<file path="src/sv/assert_macros.svh">
// ----------------------------------------------------------------------------
// Assertion macros
// Shared wrappers for concurrent assertions on the block clock and reset.
// ----------------------------------------------------------------------------
`ifndef ASSERT_MACROS_SVH
`define ASSERT_MACROS_SVH

// Checked only while the block is out of reset.
`define IHPD_ASSERT(lbl, prop, msg) \
  lbl: assert property (@(posedge clk_i) disable iff (!rst_ni) prop) else $error(msg);

// Checked at every clock edge, reset included.
`define IHPD_ASSERT_ALWAYS(lbl, prop, msg) \
  lbl: assert property (@(posedge clk_i) prop) else $error(msg);

`endif

</file>
<file path="src/sv/ihpd_ram.sv">
// ----------------------------------------------------------------------------
// Generic simple dual-port RAM
// One write port and one read port with registered, enabled read data.
// ----------------------------------------------------------------------------
module ihpd_ram #(
  parameter int Width = 8,
  parameter int Depth = 16
) (
  input  logic                     clk_i,
  input  logic                     we_i,
  input  logic [$clog2(Depth)-1:0] waddr_i,
  input  logic [Width-1:0]         wdata_i,
  input  logic                     re_i,
  input  logic [$clog2(Depth)-1:0] raddr_i,
  output logic [Width-1:0]         rdata_o
);

  logic [Width-1:0] mem [Depth];
  logic [Width-1:0] rdata_q;

  always_ff @(posedge clk_i) begin
    if (we_i) begin
      mem[waddr_i] <= wdata_i;
    end
    if (re_i) begin
      rdata_q <= mem[raddr_i];
    end
  end

  assign rdata_o = rdata_q;

endmodule

</file>
<file path="config.mk">
export PLATFORM = sky130hd
export DESIGN_NAME = ihpd_ram
export DESIGN_NICKNAME = d
export VERILOG_FILES = /design/src/sv/assert_macros.svh /design/src/sv/ihpd_ram.sv
export SDC_FILE = /design/constraint.sdc
export NUM_CORES = 1
export LEC_CHECK = 0
export BUFFER_PORTS_ARGS = -buffer_cell sky130_fd_sc_hd__buf_2
export CAP_MARGIN = 20
export CORE_MARGIN = 4
export CORE_UTILIZATION = 65
export CTS_BUF_LIST = sky130_fd_sc_hd__clkbuf_8
export CTS_CLUSTER_SIZE = 14
export DETAILED_ROUTE_END_ITERATION = 8
export PLACE_DENSITY = 0.84
export SYNTH_ARGS = -nofsm -noshare
export SYNTH_HDL_FRONTEND = slang
export SYNTH_SLANG_ARGS = --single-unit
</file>
<file path="constraint.sdc">
create_clock -name clk_i -period 2.9 [get_ports clk_i]
set_clock_uncertainty 0.05 [all_clocks]
set_input_delay 0.58 -clock clk_i [delete_from_list [all_inputs] [get_ports clk_i]]
set_output_delay 0.58 -clock clk_i [all_outputs]
set_load 0.005 [all_outputs]
</file>
==> results.json <==
{
  "grt_pass1_wl_um": 15800,
  "die_h_um": 97.7,
  "endpoint_kind": "register",
  "synthMuxAreaShare_pct": 14.8,
  "ys_types": 18,
  "grt_max_degree": 33,
  "cts-buffers-inserted": 17,
  "placed_area_um2": 5540,
  "cts_sinks": 136,
  "clock.fmax_mhz": 536,
  "power.density_nw_per_um2": 663,
  "cp_num_buf_inv": 1,
  "io_buffers": 26,
  "antenna_left": 0,
  "die_area_um2": 9540,
  "worst_hold_path_type": "in -> reg",
  "period_minus_slack_ns": 1.87,
  "syn_inst": 229,
  "worst_slew_pin_slew_ns": 0.844,
  "syn_nets": 248,
  "clk_path_buf_depth": 2,
  "n_antenna_cell": 0,
  "nFillCells": 408,
  "wl_um": 10000,
  "netlist_area_um2": 5230,
  "synth-seq-cells": 136,
  "ys_seq_area_share_pct": 78.1,
  "path_delay_family": "simple AND/OR/NAND/NOR gates",
  "drt_iter0_drc": 303,
  "h-tree-depth": 4,
  "vias": 2491,
  "dr.pass1.iters": 5,
  "root_buffer": "clkbuf_8",
  "peakVddDrop_mv": 0.368,
  "worstHoldStart": "wdata_i[0]",
  "cp-start-kind": "input port",
  "post-route-drc-count": 0,
  "post_cts_buffers": 0,
  "coreArea_um2": 7770,
  "path_cells": "buf_2 > or3b_2 > nor2_1",
  "synth.avg_cell_area_um2": 22.8,
  "startpoint": "waddr_i[2]",
  "final_net_count": 299,
  "rsz0062_at_grt": "false",
  "status": "completed",
  "chipWidth_um": 97.7,
  "final_cell_area_um2": 5940,
  "clk_latency_ns": 0.43,
  "final_cell_mix": "136 x edfxtp_1, 26 x buf_2, 18 x mux4_2",
  "vias_per_cell": 6.31,
  "postCtsHoldBufs": 0,
  "cp.required_ns": 2.90,
  "crit_fanout": 8,
  "cp.arrival_ns": 1.87,
  "cts_resized": 0,
  "grt.overflow.total": 0,
  "hold_viol_final": 0,
  "clk_pin_slew_ns": 0.08,
  "setup_viol": 0,
  "cpPeakStageDelay_ns": 0.66,
  "maxCapViolCount": 0,
  "areaGrowthSynthToFinish_pct": 13.7,
  "synthAdderAreaFrac_pct": 0,
  "cp_slowest_cell": "nor2_1",
  "place.gp.congestion": 0.791,
  "wl_per_cell_um": 25.4,
  "yosysWarnings": 0,
  "finalCritPeriodShare_pct": 64.4,
  "layout_commonest_cell": "edfxtp_1",
  "antenna_found_initial": 0,
  "slew_headroom_pct": 43.5,
  "synthSimpleGateAreaFrac_pct": 3.14,
  "rr_startpoint": "mem[8][4]",
  "power_leakage_nw": 2.00,
  "synth-compound-area-share_pct": 2.30,
  "pin_count": 27,
  "groute.usage.overall_pct": 23.5,
  "dp_slack_ns": 0.643,
  "std_cell_rows": 32,
  "setup_tns_ns": 0,
  "cts_tree": "done",
  "grt_pass1_vias": 2618,
  "synth_top_family_by_area": "multiplexers",
  "drv_slew": 0,
  "synth_xor_area_share_pct": 0,
  "layout_setup_ws_ns": 1.03,
  "crit_type": "in -> reg",
  "drive_above_1_share_pct": 31.4,
  "dp_hpwl_um": 6440,
  "initial_core_util_pct": 67.3
}
==> cell type report <==
class	count	area (um2)	share of cell area (%)
Tap cell	102	128	2.15
Clock buffer	17	234	3.94
Timing Repair Buffer	42	275	4.63
Sequential cell	136	4080	68.7
Clock inverter	15	164	2.76
Multi-Input combinational cell	83	1060	17.8
==> sequential cells by signal, indices dropped and copies added (netlist names) <==
register,cells
mem,128
rdata_o,8
==> per-stage QoR <==
stage	instances	total power, mW	utilization (%)	hold WS [ns]
6_report	395	3.94	76.5	0.476
5_1_grt	395	4.10	76.5	0.468
4_1_cts	395	3.97	76.5	0.464
3_5_place_dp	363	2.47	71.4	0.694
3_3_place_gp	363	2.46	71.4	0.678
2_1_floorplan	229	2.38	-	0.629
==> per-layer routing <==
layer | wire length (um) | vias to the layer above | global-route usage, %
li1 | - | 1084 | -
met1 | 3930 | 1263 | 33.5
met2 | 4900 | 127 | 35.0
met3 | 988 | 17 | 7.75
met4 | 194 | 0 | 7.88
met5 | 0 | - | 0
==> synth_stat cells <==
cell type / number / area, um2
a22oi_1: 16 / 120
and2_1: 1 / 6.26
and2b_1: 1 / 7.51
buf_2: 3 / 15.0
buf_4: 1 / 7.51
buf_6: 3 / 33.8
clkdlybuf4s25_2: 3 / 30.0
edfxtp_1: 136 / 4080
mux4_1: 14 / 368
mux4_2: 18 / 405
nand2_1: 9 / 33.8
nand2b_1: 2 / 12.5
nand3_1: 1 / 5.00
nand3b_1: 2 / 15.0
nor2_1: 13 / 48.8
nor2b_1: 1 / 6.26
nor3_1: 4 / 20.0
or3b_2: 1 / 8.76
==> cell families after synthesis <==
family	count (synthesis)
compound gates	16
flops	136
buf+inv	10
simple gates	35
mux	32
==> path summary, 6_finish.rpt <==
check                    end  slack [ns]  cells past startpoint
setup / recovery   mem[3][6]        1.03                      3
hold / removal    mem[11][0]        0.48                      1
setup reg to reg  rdata_o[4]        1.23                      3
hold reg to reg   rdata_o[2]        0.70                      3
==> power breakdown <==
part	total [mW]	internal, mW	switching, mW
sequential	2.23	2.21	0.0149
combinational	0.195	0.0846	0.111
clock	1.52	0.781	0.737
Power figures use the tool's default switching activity.
